## src/design/ndf_pkg.sv

```systemverilog
// shared types and constants of the neighbor despeckle filter
// no dependencies; used by the interfaces and every module of the block
`default_nettype none

package ndf_pkg;

    localparam int PIX_W       = 8;
    localparam int ROWS_W      = 11;
    localparam int ROW_W       = 10;
    localparam int ROWS_MIN    = 2;
    localparam int ROWS_MAX    = 1024;
    localparam int ROWS_RESET  = 32;

    localparam int QUEUE_DEPTH = 2;
    localparam int QPTR_W      = $clog2(QUEUE_DEPTH);
    localparam int QCNT_W      = $clog2(QUEUE_DEPTH + 1);

    // floor(x / 6) == (x * RECIP6) >> RECIP6_SHIFT for x < 2048
    localparam int RECIP6       = 683;
    localparam int RECIP6_SHIFT = 12;

    typedef struct packed {
        logic [PIX_W-1:0] pixel;
        logic             filt;
        logic             has_up;
        logic             flush;
    } cmd_t;

endpackage

`default_nettype wire

```

## src/design/ndf_if.sv

```systemverilog
// valid/ready stream interfaces for pixel input beats and filtered result beats
// depends on ndf_pkg
`default_nettype none

interface ndf_in_if;
    import ndf_pkg::*;

    logic             valid;
    logic             ready;
    logic [PIX_W-1:0] pixel_in;

    modport source (output valid, output pixel_in, input ready);
    modport sink (input valid, input pixel_in, output ready);
endinterface

interface ndf_out_if;
    import ndf_pkg::*;

    logic             valid;
    logic             ready;
    logic [PIX_W-1:0] pixel_out;
    logic             frame_end;

    modport source (output valid, output pixel_out, output frame_end, input ready);
    modport sink (input valid, input pixel_out, input frame_end, output ready);
endinterface

`default_nettype wire

```

## src/design/neighbor_despeckle_filter.sv

```systemverilog
// top level of the neighbor despeckle filter: front end, command queue, back end
// depends on ndf_pkg, ndf_if, ndf_front, ndf_cmd_queue, ndf_back
//
// Streams a frame of LINE_WIDTH columns and frame_rows rows (clamped to 2..1024) in
// raster order and replaces every pixel that differs by more than one from any of its
// 4-neighbors with their mean, rounded half up; left and upper neighbors are already
// filtered values. Results trail the input by one row. A row-0 pixel is only written to
// the raw line memory; each later pixel is taken as the line memories are read, then
// filtered and written back. The last pixel of a frame starts a flush of the final row,
// a fetch and an exec state per column, and the flush's last beat carries frame_end.
// A two-entry queue buffers pixels meanwhile; filtering waits for a free output register.
// Write frame_rows only while the block is idle.
`default_nettype none

module neighbor_despeckle_filter #(
    parameter int LINE_WIDTH = 32
) (
    input  wire logic                       clk,
    input  wire logic                       rst_n,
    input  wire logic                       cfg_we,
    input  wire logic [ndf_pkg::ROWS_W-1:0] cfg_data,
    ndf_in_if.sink                          pixel_stream,
    ndf_out_if.source                       result_stream
);
    import ndf_pkg::*;

    cmd_t front_cmd;
    logic front_valid;
    logic front_ready;
    cmd_t back_cmd;
    logic back_valid;
    logic back_ready;

    ndf_front #(
        .LINE_WIDTH (LINE_WIDTH)
    ) u_front (
        .clk          (clk),
        .rst_n        (rst_n),
        .cfg_we       (cfg_we),
        .cfg_data     (cfg_data),
        .pixel_stream (pixel_stream),
        .cmd          (front_cmd),
        .cmd_valid    (front_valid),
        .cmd_ready    (front_ready)
    );

    ndf_cmd_queue u_queue (
        .clk       (clk),
        .rst_n     (rst_n),
        .in_cmd    (front_cmd),
        .in_valid  (front_valid),
        .in_ready  (front_ready),
        .out_cmd   (back_cmd),
        .out_valid (back_valid),
        .out_ready (back_ready)
    );

    ndf_back #(
        .LINE_WIDTH (LINE_WIDTH)
    ) u_back (
        .clk           (clk),
        .rst_n         (rst_n),
        .cmd           (back_cmd),
        .cmd_valid     (back_valid),
        .cmd_ready     (back_ready),
        .result_stream (result_stream)
    );

endmodule

`default_nettype wire

```

## src/design/ndf_front.sv

```systemverilog
// front end: takes pixel beats, tracks raster position and frame_rows,
// and turns each beat into a command for the back end; depends on ndf_pkg, ndf_if
`default_nettype none

module ndf_front #(
    parameter int LINE_WIDTH = 32
) (
    input  wire logic                       clk,
    input  wire logic                       rst_n,
    input  wire logic                       cfg_we,
    input  wire logic [ndf_pkg::ROWS_W-1:0] cfg_data,
    ndf_in_if.sink                          pixel_stream,
    output ndf_pkg::cmd_t                   cmd,
    output logic                            cmd_valid,
    input  wire logic                       cmd_ready
);
    import ndf_pkg::*;

    localparam int COL_W = $clog2(LINE_WIDTH);

    logic [ROWS_W-1:0] rows_reg;
    logic [ROW_W-1:0]  row_reg, row_next;
    logic [COL_W-1:0]  col_reg, col_next;
    logic [ROW_W-1:0]  rows_m1;
    logic              last_col;
    logic              last_row;
    logic              accept;

    always_comb
    begin
        priority if (rows_reg < ROWS_W'(ROWS_MIN))
            rows_m1 = ROW_W'(ROWS_MIN - 1);
        else if (rows_reg > ROWS_W'(ROWS_MAX))
            rows_m1 = ROW_W'(ROWS_MAX - 1);
        else
            rows_m1 = ROW_W'(rows_reg - ROWS_W'(1));
    end

    assign last_col = (col_reg == COL_W'(LINE_WIDTH - 1));
    assign last_row = (row_reg >= rows_m1);

    assign pixel_stream.ready = cmd_ready;
    assign cmd_valid          = pixel_stream.valid;
    assign accept             = pixel_stream.valid && cmd_ready;

    assign cmd.pixel  = pixel_stream.pixel_in;
    assign cmd.filt   = (row_reg != '0);
    assign cmd.has_up = (row_reg > ROW_W'(1));
    assign cmd.flush  = last_col && last_row;

    always_comb
    begin
        row_next = row_reg;
        col_next = col_reg;
        if (accept)
        begin
            if (last_col)
            begin
                col_next = '0;
                row_next = last_row ? '0 : row_reg + ROW_W'(1);
            end
            else
            begin
                col_next = col_reg + COL_W'(1);
            end
        end
    end

    always_ff @(posedge clk or negedge rst_n)
    begin
        if (!rst_n)
        begin
            rows_reg <= ROWS_W'(ROWS_RESET);
            row_reg  <= '0;
            col_reg  <= '0;
        end
        else
        begin
            if (cfg_we)
                rows_reg <= cfg_data;
            row_reg <= row_next;
            col_reg <= col_next;
        end
    end

endmodule

`default_nettype wire

```

## src/design/ndf_cmd_queue.sv

```systemverilog
// two-entry command queue between the front and back ends
// depends on ndf_pkg
`default_nettype none

module ndf_cmd_queue (
    input  wire logic          clk,
    input  wire logic          rst_n,
    input  wire ndf_pkg::cmd_t in_cmd,
    input  wire logic          in_valid,
    output logic               in_ready,
    output ndf_pkg::cmd_t      out_cmd,
    output logic               out_valid,
    input  wire logic          out_ready
);
    import ndf_pkg::*;

    cmd_t              slot_reg [QUEUE_DEPTH];
    logic [QPTR_W-1:0] wr_ptr_reg, wr_ptr_next;
    logic [QPTR_W-1:0] rd_ptr_reg, rd_ptr_next;
    logic [QCNT_W-1:0] count_reg, count_next;
    logic              push;
    logic              pop;

    assign in_ready  = (count_reg != QCNT_W'(QUEUE_DEPTH));
    assign out_valid = (count_reg != '0);
    assign out_cmd   = slot_reg[rd_ptr_reg];
    assign push      = in_valid && in_ready;
    assign pop       = out_valid && out_ready;

    always_comb
    begin
        wr_ptr_next = wr_ptr_reg;
        rd_ptr_next = rd_ptr_reg;
        count_next  = count_reg;
        if (push)
            wr_ptr_next = (wr_ptr_reg == QPTR_W'(QUEUE_DEPTH - 1)) ? '0
                                                                   : wr_ptr_reg + QPTR_W'(1);
        if (pop)
            rd_ptr_next = (rd_ptr_reg == QPTR_W'(QUEUE_DEPTH - 1)) ? '0
                                                                   : rd_ptr_reg + QPTR_W'(1);
        if (push && !pop)
            count_next = count_reg + QCNT_W'(1);
        else if (pop && !push)
            count_next = count_reg - QCNT_W'(1);
    end

    always_ff @(posedge clk or negedge rst_n)
    begin
        if (!rst_n)
        begin
            wr_ptr_reg <= '0;
            rd_ptr_reg <= '0;
            count_reg  <= '0;
        end
        else
        begin
            wr_ptr_reg <= wr_ptr_next;
            rd_ptr_reg <= rd_ptr_next;
            count_reg  <= count_next;
        end
    end

    always_ff @(posedge clk)
    begin
        if (push)
            slot_reg[wr_ptr_reg] <= in_cmd;
    end

endmodule

`default_nettype wire

```

## src/design/ndf_back.sv

```systemverilog
// back end: line memories, four-neighbor outlier test and mean replacement,
// final-row flush and output register; depends on ndf_pkg, ndf_if
`default_nettype none

module ndf_back #(
    parameter int LINE_WIDTH = 32
) (
    input  wire logic          clk,
    input  wire logic          rst_n,
    input  wire ndf_pkg::cmd_t cmd,
    input  wire logic          cmd_valid,
    output logic               cmd_ready,
    ndf_out_if.source          result_stream
);
    import ndf_pkg::*;

    localparam int COL_W = $clog2(LINE_WIDTH);

    localparam logic [1:0] ST_IDLE  = 2'd0;
    localparam logic [1:0] ST_FETCH = 2'd1;
    localparam logic [1:0] ST_EXEC  = 2'd2;

    logic [1:0]       state_reg, state_next;
    logic [COL_W-1:0] col_reg, col_next;
    logic             flushing_reg, flushing_next;
    cmd_t             cmd_reg;
    logic [PIX_W-1:0] left_reg;

    logic [PIX_W-1:0] raw_mem  [LINE_WIDTH];
    logic [PIX_W-1:0] filt_mem [LINE_WIDTH];
    logic [PIX_W-1:0] center_q, right_q, up_q;

    logic             out_valid_reg;
    logic [PIX_W-1:0] out_pixel_reg;
    logic             out_end_reg;

    logic             last_col;
    logic [COL_W-1:0] right_addr;
    logic             out_free;
    logic             take_cmd;
    logic             exec_fire;

    logic             raw_we;
    logic [PIX_W-1:0] raw_wd;

    logic             hl, hr, hu, hd;
    logic [PIX_W-1:0] dl, dr, du, dd;
    logic             flag;
    logic [9:0]       sum;
    logic [2:0]       cnt;
    logic [10:0]      half_sum;
    logic [10:0]      quad_sum;
    logic [10:0]      six_num;
    logic [20:0]      six_prod;
    logic [PIX_W-1:0] mean;
    logic [PIX_W-1:0] result;

    function automatic logic [PIX_W-1:0] abs_diff(input logic [PIX_W-1:0] a,
                                                  input logic [PIX_W-1:0] b);
        return (a > b) ? a - b : b - a;
    endfunction

    assign last_col   = (col_reg == COL_W'(LINE_WIDTH - 1));
    assign right_addr = last_col ? '0 : col_reg + COL_W'(1);
    assign out_free   = !out_valid_reg || result_stream.ready;
    assign cmd_ready  = (state_reg == ST_IDLE);
    assign take_cmd   = cmd_valid && cmd_ready;
    assign exec_fire  = (state_reg == ST_EXEC) && out_free;

    // neighbor presence and outlier test
    always_comb
    begin
        hl = (col_reg != '0);
        hr = !last_col;
        hu = flushing_reg || cmd_reg.has_up;
        hd = !flushing_reg;
        dl = abs_diff(center_q, left_reg);
        dr = abs_diff(center_q, right_q);
        du = abs_diff(center_q, up_q);
        dd = abs_diff(center_q, cmd_reg.pixel);
        flag = (hl && dl > PIX_W'(1)) || (hr && dr > PIX_W'(1))
            || (hu && du > PIX_W'(1)) || (hd && dd > PIX_W'(1));
        sum = (hl ? 10'(left_reg) : 10'd0) + (hr ? 10'(right_q) : 10'd0)
            + (hu ? 10'(up_q) : 10'd0) + (hd ? 10'(cmd_reg.pixel) : 10'd0);
        cnt = 3'(hl) + 3'(hr) + 3'(hu) + 3'(hd);
    end

    // mean rounded half up
    always_comb
    begin
        half_sum = 11'(sum) + 11'd1;
        quad_sum = 11'(sum) + 11'd2;
        six_num  = {sum, 1'b0} + 11'd3;
        six_prod = 21'(six_num) * 21'(RECIP6);
        unique case (cnt)
            3'd1:    mean = sum[PIX_W-1:0];
            3'd2:    mean = half_sum[PIX_W:1];
            3'd3:    mean = six_prod[RECIP6_SHIFT +: PIX_W];
            3'd4:    mean = quad_sum[PIX_W+1:2];
            default: mean = center_q;
        endcase
        result = flag ? mean : center_q;
    end

    always_comb
    begin
        state_next    = state_reg;
        col_next      = col_reg;
        flushing_next = flushing_reg;
        raw_we        = 1'b0;
        raw_wd        = cmd_reg.pixel;
        unique case (state_reg)
            ST_IDLE:
            begin
                if (take_cmd)
                begin
                    if (cmd.filt)
                    begin
                        state_next = ST_EXEC;
                    end
                    else
                    begin
                        raw_we   = 1'b1;
                        raw_wd   = cmd.pixel;
                        col_next = last_col ? '0 : col_reg + COL_W'(1);
                    end
                end
            end
            ST_FETCH:
            begin
                state_next = ST_EXEC;
            end
            ST_EXEC:
            begin
                if (out_free)
                begin
                    raw_we = !flushing_reg;
                    if (flushing_reg)
                    begin
                        if (last_col)
                        begin
                            flushing_next = 1'b0;
                            col_next      = '0;
                            state_next    = ST_IDLE;
                        end
                        else
                        begin
                            col_next   = col_reg + COL_W'(1);
                            state_next = ST_FETCH;
                        end
                    end
                    else if (cmd_reg.flush)
                    begin
                        flushing_next = 1'b1;
                        col_next      = '0;
                        state_next    = ST_FETCH;
                    end
                    else
                    begin
                        col_next   = last_col ? '0 : col_reg + COL_W'(1);
                        state_next = ST_IDLE;
                    end
                end
            end
            default:
            begin
                state_next = ST_IDLE;
            end
        endcase
    end

    always_ff @(posedge clk or negedge rst_n)
    begin
        if (!rst_n)
        begin
            state_reg     <= ST_IDLE;
            col_reg       <= '0;
            flushing_reg  <= 1'b0;
            out_valid_reg <= 1'b0;
        end
        else
        begin
            state_reg    <= state_next;
            col_reg      <= col_next;
            flushing_reg <= flushing_next;
            if (exec_fire)
                out_valid_reg <= 1'b1;
            else if (result_stream.ready)
                out_valid_reg <= 1'b0;
        end
    end

    always_ff @(posedge clk)
    begin
        if (take_cmd)
            cmd_reg <= cmd;
        if (exec_fire)
        begin
            left_reg      <= result;
            out_pixel_reg <= result;
            out_end_reg   <= flushing_reg && last_col;
        end
    end

    // line memories
    always_ff @(posedge clk)
    begin
        if (raw_we)
            raw_mem[col_reg] <= raw_wd;
        center_q <= raw_mem[col_reg];
        right_q  <= raw_mem[right_addr];
    end

    always_ff @(posedge clk)
    begin
        if (exec_fire)
            filt_mem[col_reg] <= result;
        up_q <= filt_mem[col_reg];
    end

    assign result_stream.valid     = out_valid_reg;
    assign result_stream.pixel_out = out_pixel_reg;
    assign result_stream.frame_end = out_end_reg;

endmodule

`default_nettype wire
```

## src/flat_wrapper.sv

```systemverilog
// flat-port wrapper written by rule: the top's interface ports become plain ports
module neighbor_despeckle_filter_flat import ndf_pkg::*;
#(
    parameter int LINE_WIDTH = 32
)
  (clk, rst_n, cfg_we, cfg_data, pixel_stream_valid, pixel_stream_pixel_in, pixel_stream_ready, result_stream_valid, result_stream_pixel_out, result_stream_frame_end, result_stream_ready);
  ndf_in_if pixel_stream_i ();
  ndf_out_if result_stream_i ();
  input  wire logic clk;
  input  wire logic rst_n;
  input  wire logic cfg_we;
  input  wire logic [ndf_pkg::ROWS_W-1:0] cfg_data;
  input wire logic [$bits(pixel_stream_i.valid)-1:0] pixel_stream_valid;
  input wire logic [$bits(pixel_stream_i.pixel_in)-1:0] pixel_stream_pixel_in;
  output wire logic [$bits(pixel_stream_i.ready)-1:0] pixel_stream_ready;
  output wire logic [$bits(result_stream_i.valid)-1:0] result_stream_valid;
  output wire logic [$bits(result_stream_i.pixel_out)-1:0] result_stream_pixel_out;
  output wire logic [$bits(result_stream_i.frame_end)-1:0] result_stream_frame_end;
  input wire logic [$bits(result_stream_i.ready)-1:0] result_stream_ready;
  assign pixel_stream_i.valid = pixel_stream_valid;
  assign pixel_stream_i.pixel_in = pixel_stream_pixel_in;
  assign pixel_stream_ready = pixel_stream_i.ready;
  assign result_stream_valid = result_stream_i.valid;
  assign result_stream_pixel_out = result_stream_i.pixel_out;
  assign result_stream_frame_end = result_stream_i.frame_end;
  assign result_stream_i.ready = result_stream_ready;
  neighbor_despeckle_filter #(.LINE_WIDTH(LINE_WIDTH)) u_core (.clk(clk), .rst_n(rst_n), .cfg_we(cfg_we), .cfg_data(cfg_data), .pixel_stream(pixel_stream_i), .result_stream(result_stream_i));
endmodule
```

## config.mk

```make
export PLATFORM = sky130hd
export DESIGN_NAME = neighbor_despeckle_filter_flat
export DESIGN_NICKNAME = d
export VERILOG_FILES = /design/src/design/ndf_pkg.sv /design/src/design/ndf_if.sv /design/src/design/neighbor_despeckle_filter.sv /design/src/design/ndf_front.sv /design/src/design/ndf_cmd_queue.sv /design/src/design/ndf_back.sv /design/src/flat_wrapper.sv
export SDC_FILE = /design/constraint.sdc
export NUM_CORES = 1
export LEC_CHECK = 0
export BUFFER_PORTS_ARGS = -buffer_cell sky130_fd_sc_hd__buf_2
export CELL_PAD_IN_SITES_DETAIL_PLACEMENT = 1
export CELL_PAD_IN_SITES_GLOBAL_PLACEMENT = 1
export CORE_MARGIN = 2
export CORE_UTILIZATION = 50
export DETAILED_ROUTE_END_ITERATION = 8
export GPL_ROUTABILITY_DRIVEN = 0
export PLACE_DENSITY = 0.77
export SLEW_MARGIN = 20
export SYNTH_ARGS = -nofsm -noshare
export SYNTH_HDL_FRONTEND = slang
export SYNTH_HIERARCHICAL = 1
export SYNTH_SLANG_ARGS = --single-unit
```

## constraint.sdc

```tcl
create_clock -name clk -period 18.84 [get_ports clk]
set_input_delay 0 -clock clk [delete_from_list [all_inputs] [get_ports clk]]
set_output_delay 0 -clock clk [all_outputs]
set_load 0.05 [all_outputs]
```

==> results of run 1 <==
-- cell type report --
type                       count  share of cell area
antenna                        1           0.0000705
clock buffer                  71              0.0450
clock inverter                45              0.0101
inverter                     152              0.0161
multi-input combinational   1264               0.369
sequential                   616               0.509
tap                          846              0.0298
timing repair buffer          95              0.0207
-- Yosys cell counts, drive strengths merged, types with 16 or more instances --
library cell  count
a21oi            60
nand2            90
nor2            138
edfxtp          553
buf              38
xor2             43
ha              158
dfrtp            38
mux2             33
fa               45
o21ai            52
mux4            200
dfxtp            24
inv             151
nor3             23
a22oi            67
mux2i            49
xnor2            30
a21o             16
nand3            21
nand4            31
clkbuf           71
-- what timing repair did --
action	4_1_cts	5_1_grt
resized for setup	0	0
hold buffers	35	1
setup endpoints to repair	0	0
endpoints found under the hold margin	79	38
-- metrics by stage --
step | instances | utilization | setup WS [ps] | hold WS, ps | instance area, um2
finish | 3090 | 0.560 | 7310 | 115 | 35500
global route | 3089 | 0.560 | 6280 | 108 | 35500
CTS | 3088 | 0.560 | 7250 | 91.1 | 35500
detailed placement | 2937 | 0.524 | 7400 | 198 | 33200
global placement | 2937 | 0.524 | 7900 | 194 | 33200
floorplan | 2141 | - | 8580 | -296 | 32100
-- worst max-delay path, delay by kind of cell, from the launching register on --
kind | cells | cell delay [ps]
buffers and inverters | 6 | 460
DFF | 1 | 910
xor gates and xnor gates | 3 | 1300
adders and majority gates | 12 | 5020
and+or+nand+nor | 7 | 1600
AOI/OAI and AO/OA | 5 | 1270
muxes | 1 | 620
-- path summary, 6_finish.rpt --
check / startpoint / to / slack (ps)
min in group asynchronous: rst_n / u_core/u_front/rows_reg[3] / 460
worst max-delay path: u_core/u_back/col_reg[0] / u_core/u_back/filt_mem[29][7] / 7310
worst min register to register: u_core/u_front/col_reg[4] / u_core/u_front/col_reg[4] / 510
worst max register to register: u_core/u_back/col_reg[0] / u_core/u_back/filt_mem[29][7] / 7310
max in group asynchronous: rst_n / u_core/u_back/col_reg[0] / 17910
worst min-delay path: pixel_stream_pixel_in[2] / u_core/u_queue/slot_reg[1][5] / 120
-- kinds of logic (layout without fill, tap and decap cells) --
| family | Yosys count | in the layout |
|---|---|---|
| other | 0 | 1 |
| multiplexers | 282 | 282 |
| buffers and inverters | 261 | 363 |
| flip-flops | 616 | 616 |
| AND/OR/NAND/NOR | 387 | 387 |
| AO/OA/AOI/OAI | 318 | 318 |
| adder cells (fa/ha/maj) | 203 | 203 |
| XOR/XNOR | 74 | 74 |
-- routing by layer --
| metal | GRT usage | up-vias | routed length, um |
|---|---|---|---|
| met4 | 0.100 | 0 | 3340 |
| met2 | 0.442 | 871 | 43200 |
| met1 | 0.362 | 10300 | 35000 |
| li1 | - | 8430 | - |
| met3 | 0.0547 | 197 | 7060 |
| met5 | 0 | - | 0 |
==> results.sh, run 1 <==
export IMPL_port_buffers=34
export IMPL_synth_enable_flop_cells=553
export IMPL_number_of_nets_in_the_synthesized_netlist=2368
export IMPL_synth_main_ff_cell="sky130_fd_sc_hd__edfxtp_1"
export IMPL_drtAntennaViolNets=0
export IMPL_overflow=0
export IMPL_worstHoldPathType="input pin to flop"
export IMPL_critical_path_required_ps=19160
export IMPL_cts_path_max_buffers=3
export IMPL_timing_critical_path_slowest_stage_cell="sky130_fd_sc_hd__dfrtp_4"
export IMPL_final_period_minus_worst_setup_slack_ps=11530
export IMPL_max_freq_mhz=86.7
export IMPL_synth_cells=2141
export IMPL_setup_repair_after_global_routing_missed_its_margin="false"
export IMPL_insertion_delay_ps=630
export IMPL_synth_warnings=6
export IMPL_timing_critical_path_slowest_cell_delay_ps=910
export IMPL_drt_initial_drc_count=1976
export IMPL_seqCellArea_mm2=0.0181
export IMPL_syn_area_mm2=0.0321
export IMPL_r2r_cells=34
export IMPL_status="completed"
export IMPL_cts_clk_slew_worst_paths_ps=60
export IMPL_start_kind="flop"
export IMPL_yosys_area_share_xor_xnor=0.0206
export IMPL_clock_root_buffer="sky130_fd_sc_hd__clkbuf_16"
export IMPL_die_width_um=257
export IMPL_setup_viol=0
export IMPL_mostFrequentLayoutCell="sky130_fd_sc_hd__edfxtp_1"
export IMPL_layout_cells_most_common_list="sky130_fd_sc_hd__edfxtp_1, sky130_fd_sc_hd__mux4_2, sky130_fd_sc_hd__ha_1"
export IMPL_totalWireLength_um=88600
export IMPL_synth_seq_cells=616
export IMPL_dr_total_vias=19800
export IMPL_critPathKind="flop to flop"
export IMPL_avg_inst_size_synth_um2=15.0
export IMPL_synth_distinct_cells=87
export IMPL_synth_area_leader_cell="sky130_fd_sc_hd__edfxtp_1"
export IMPL_core_area_mm2=0.0633
export IMPL_critical_path_endpoint_type="flop"
export IMPL_synth_compound_area_frac=0.0687
export IMPL_slew_headroom=0.226
export IMPL_grt_max_degree=101
export IMPL_cts_tree="done"
export IMPL_die_height_um=257
export IMPL_asyncSetResetFlopFracSynth=0.0633
export IMPL_timing_worst_slew_pin_value_ps=1160
export IMPL_clock_sink_count=616
export IMPL_hold_path_cell_count=2
export IMPL_placement_rows=92
export IMPL_design_final_nets=2417
export IMPL_area_delta_synth_final_pct=10.6
export IMPL_drc=0
export IMPL_via_count_of_the_first_global_routing_pass=20900
export IMPL_post_synth_and_or_nand_nor_area_fraction=0.0585
export IMPL_final_hold_violation_count=0
export IMPL_antenna_violations_before_repair=2
export IMPL_drive_gt1_frac=0.194
export IMPL_synth_top_family_by_area="multiplexers"
export IMPL_fraction_of_synthesized_cell_area_taken_by_the_top_area_cell_type=0.518
export IMPL_overall_die_area_mm2=0.0662
export IMPL_top_cells_by_area_in_the_synthesized_netlist="sky130_fd_sc_hd__edfxtp_1, sky130_fd_sc_hd__mux4_2, sky130_fd_sc_hd__ha_1, sky130_fd_sc_hd__dfrtp_1, sky130_fd_sc_hd__fa_1"
export IMPL_vias_per_cell=6.42
export IMPL_totalNegativeSetupSlack_ps=0
export IMPL_layout_worst_path_cycle_share=0.612
export IMPL_i_o_pin_cnt=35
export IMPL_drv_max_cap_violation_count=0
export IMPL_critPathMaxFanout=35
export IMPL_postCtsSetupBuffers=0
export IMPL_ys_seq_area_frac=0.563
export IMPL_worst_endpoint_data_arrival_time_ps=11850
export IMPL_cts_htree_levels=2
export IMPL_fillCellCount=5926
export IMPL_slew_viol_final=0
export IMPL_drt_pass1_iter_count=6
export IMPL_tritoncts_num_buffers=61
export IMPL_post_synth_mux_area_share=0.167
export IMPL_finalClockSkew_ps=27.7
export IMPL_drt_wirelength_per_cell_um=28.7
export IMPL_multi_input_combinational_cell_area_mm2=0.0131
export IMPL_initial_utilization=0.507
export IMPL_wire_length_of_the_first_global_routing_pass_um=134000
export IMPL_synthAdderAreaFrac=0.0897
export IMPL_track_usage=0.271
export IMPL_dp_hpwl_um=59600
Power of run 1 is not shown: default switching activity piles up to over one toggle a cycle in this logic, so the estimate is an artifact.
==> run 2, diff against run 1 <==
CORE_UTILIZATION = 49   (was 50)
PLACE_DENSITY = 0.78   (was 0.77)
clock period = 9.43 ns   (was 18.84 ns; I/O delays follow)
==> run 2 against run 1 <==
Net effect:
- core utilization grew 0.062 points
- hold slack got worse by 27 ps
- register-to-register slack worse by 6900 ps
- routed wire length rose by 7.3%
- clock skew increased by 9.8 ps
- setup slack worse by 6900 ps
- cell count grew 1.7%
- sequential share of layout area shrank 1.1 points
- count of clock-buffer cells in the layout decreased by 4
==> results.sh, run 2 (same netlist as run 1, synthesis figures left out) <==
export IMPL_cts_htree_levels=2
export IMPL_drv_max_cap_violation_count=0
export IMPL_final_hold_violation_count=0
export IMPL_critPathMaxFanout=17
export IMPL_drtAntennaViolNets=0
export IMPL_hold_path_cell_count=2
export IMPL_drt_pass1_iter_count=5
export IMPL_drc=0
export IMPL_antenna_violations_before_repair=2
export IMPL_initial_utilization=0.497
export IMPL_dr_total_vias=20500
export IMPL_drt_wirelength_per_cell_um=30.3
export IMPL_cts_clk_slew_worst_paths_ps=80
export IMPL_timing_worst_slew_pin_value_ps=1200
export IMPL_grt_max_degree=102
export IMPL_preCtsSetupSlack_ps=-67.9
export IMPL_drt_initial_drc_count=2167
export IMPL_max_freq_mhz=111
export IMPL_status="completed"
export IMPL_layout_cells_most_common_list="sky130_fd_sc_hd__edfxtp_1, sky130_fd_sc_hd__mux4_2, sky130_fd_sc_hd__ha_1"
export IMPL_wire_length_of_the_first_global_routing_pass_um=140000
export IMPL_critical_path_required_ps=9870
export IMPL_setup_viol=0
export IMPL_track_usage=0.281
export IMPL_slew_viol_final=0
export IMPL_core_area_mm2=0.0646
export IMPL_insertion_delay_ps=660
export IMPL_critPathTopFamily="adder cells"
export IMPL_via_count_of_the_first_global_routing_pass=21700
export IMPL_slew_headroom=0.202
export IMPL_vias_per_cell=6.53
export IMPL_i_o_pin_cnt=35
export IMPL_cts_path_max_buffers=3
export IMPL_cp_depth=35
export IMPL_critPathKind="flop to flop"
export IMPL_area_delta_synth_final_pct=12.9
export IMPL_port_buffers=34
export IMPL_mostFrequentLayoutCell="sky130_fd_sc_hd__edfxtp_1"
export IMPL_dp_hpwl_um=60700
export IMPL_overall_die_area_mm2=0.0675
export IMPL_clock_sink_count=616
export IMPL_post_route_setup_slack_ps=422
export IMPL_overflow=0
export IMPL_design_final_nets=2463
export IMPL_worstHoldPathType="input pin to flop"
export IMPL_totalWireLength_um=95100
export IMPL_worst_endpoint_data_arrival_time_ps=9450
export IMPL_holdWs_ps=88.4
export IMPL_start_kind="flop"
export IMPL_layout_worst_path_cycle_share=0.955
export IMPL_cts_tree="done"
export IMPL_r2r_cells=35
export IMPL_critical_path_buf_inv_count=8
export IMPL_die_width_um=260
export IMPL_cpMostUsedCell="sky130_fd_sc_hd__inv_1"
export IMPL_finalClockSkew_ps=37.6
export IMPL_drive_gt1_frac=0.218
export IMPL_placement_rows=93
export IMPL_die_height_um=260
export IMPL_clock_root_buffer="sky130_fd_sc_hd__clkbuf_16"
export IMPL_tritoncts_num_buffers=60
export IMPL_critical_path_endpoint_type="flop"
export IMPL_timing_critical_path_slowest_stage_cell="sky130_fd_sc_hd__fa_1"
export IMPL_final_period_minus_worst_setup_slack_ps=9010
export IMPL_timing_critical_path_slowest_cell_delay_ps=540
## run 2: changes by cell type in the layout (fill, tap and decap cells not counted), sizes merged
cell      delta
buf         +37
bufinv       +8
clkbuf       -3
clkinv       -8
clkinvlp     -3
inv          +3
mux2         +7
mux2i        +2
## run 2: final cells by class
type | count | area [um2]
multi-input combinational | 1273 | 13300
timing repair buffer | 133 | 1090
inverter | 152 | 571
sequential | 616 | 18100
fill | 6110 | 28300
clock inverter | 45 | 579
clock buffer | 67 | 1530
antenna | 1 | 2.50
tap | 855 | 1070
## run 2: repair_timing
item,in CTS,in global routing
endpoints found under the hold margin,79,38
buffers inserted,2,7
gates resized for setup,4,26
setup endpoints to repair,99,264
cloned,2,7
pin swaps,0,11
hold buffers,35,1
## run 2: metrics by stage
stage | TNS [ps] | util | std cells | cell area [um2]
final | 0 | 0.561 | 3142 | 36200
after CTS | 0 | 0.556 | 3123 | 35900
after floorplan | 0 | - | 2141 | 32100
after global routing | -4010 | 0.561 | 3142 | 36200
after detailed placement | -4940 | 0.517 | 2972 | 33400
after global placement | 0 | 0.517 | 2972 | 33400
## run 2: final timing paths
check	slack [ps]	endpoint	from
worst max-delay path	420	u_core/u_back/filt_mem[17][6]	u_core/u_back/col_reg[0]
worst min-delay path	90	u_core/u_queue/slot_reg[1][4]	pixel_stream_pixel_in[1]
worst max register to register	420	u_core/u_back/filt_mem[17][6]	u_core/u_back/col_reg[0]
worst min register to register	510	u_core/u_queue/wr_ptr_reg	u_core/u_queue/wr_ptr_reg
max in group asynchronous	8510	u_core/u_back/col_reg[1]	rst_n
min in group asynchronous	440	u_core/u_front/rows_reg[2]	rst_n
## run 2: per-layer routing
metal,up-vias,routed length (um),GRT usage
li1,8537,-,-
met3,297,7780,0.0526
met2,1071,46300,0.465
met1,10600,36000,0.365
met5,-,110,0
met4,4,4870,0.122
Power of run 2 is left out for the same reason.
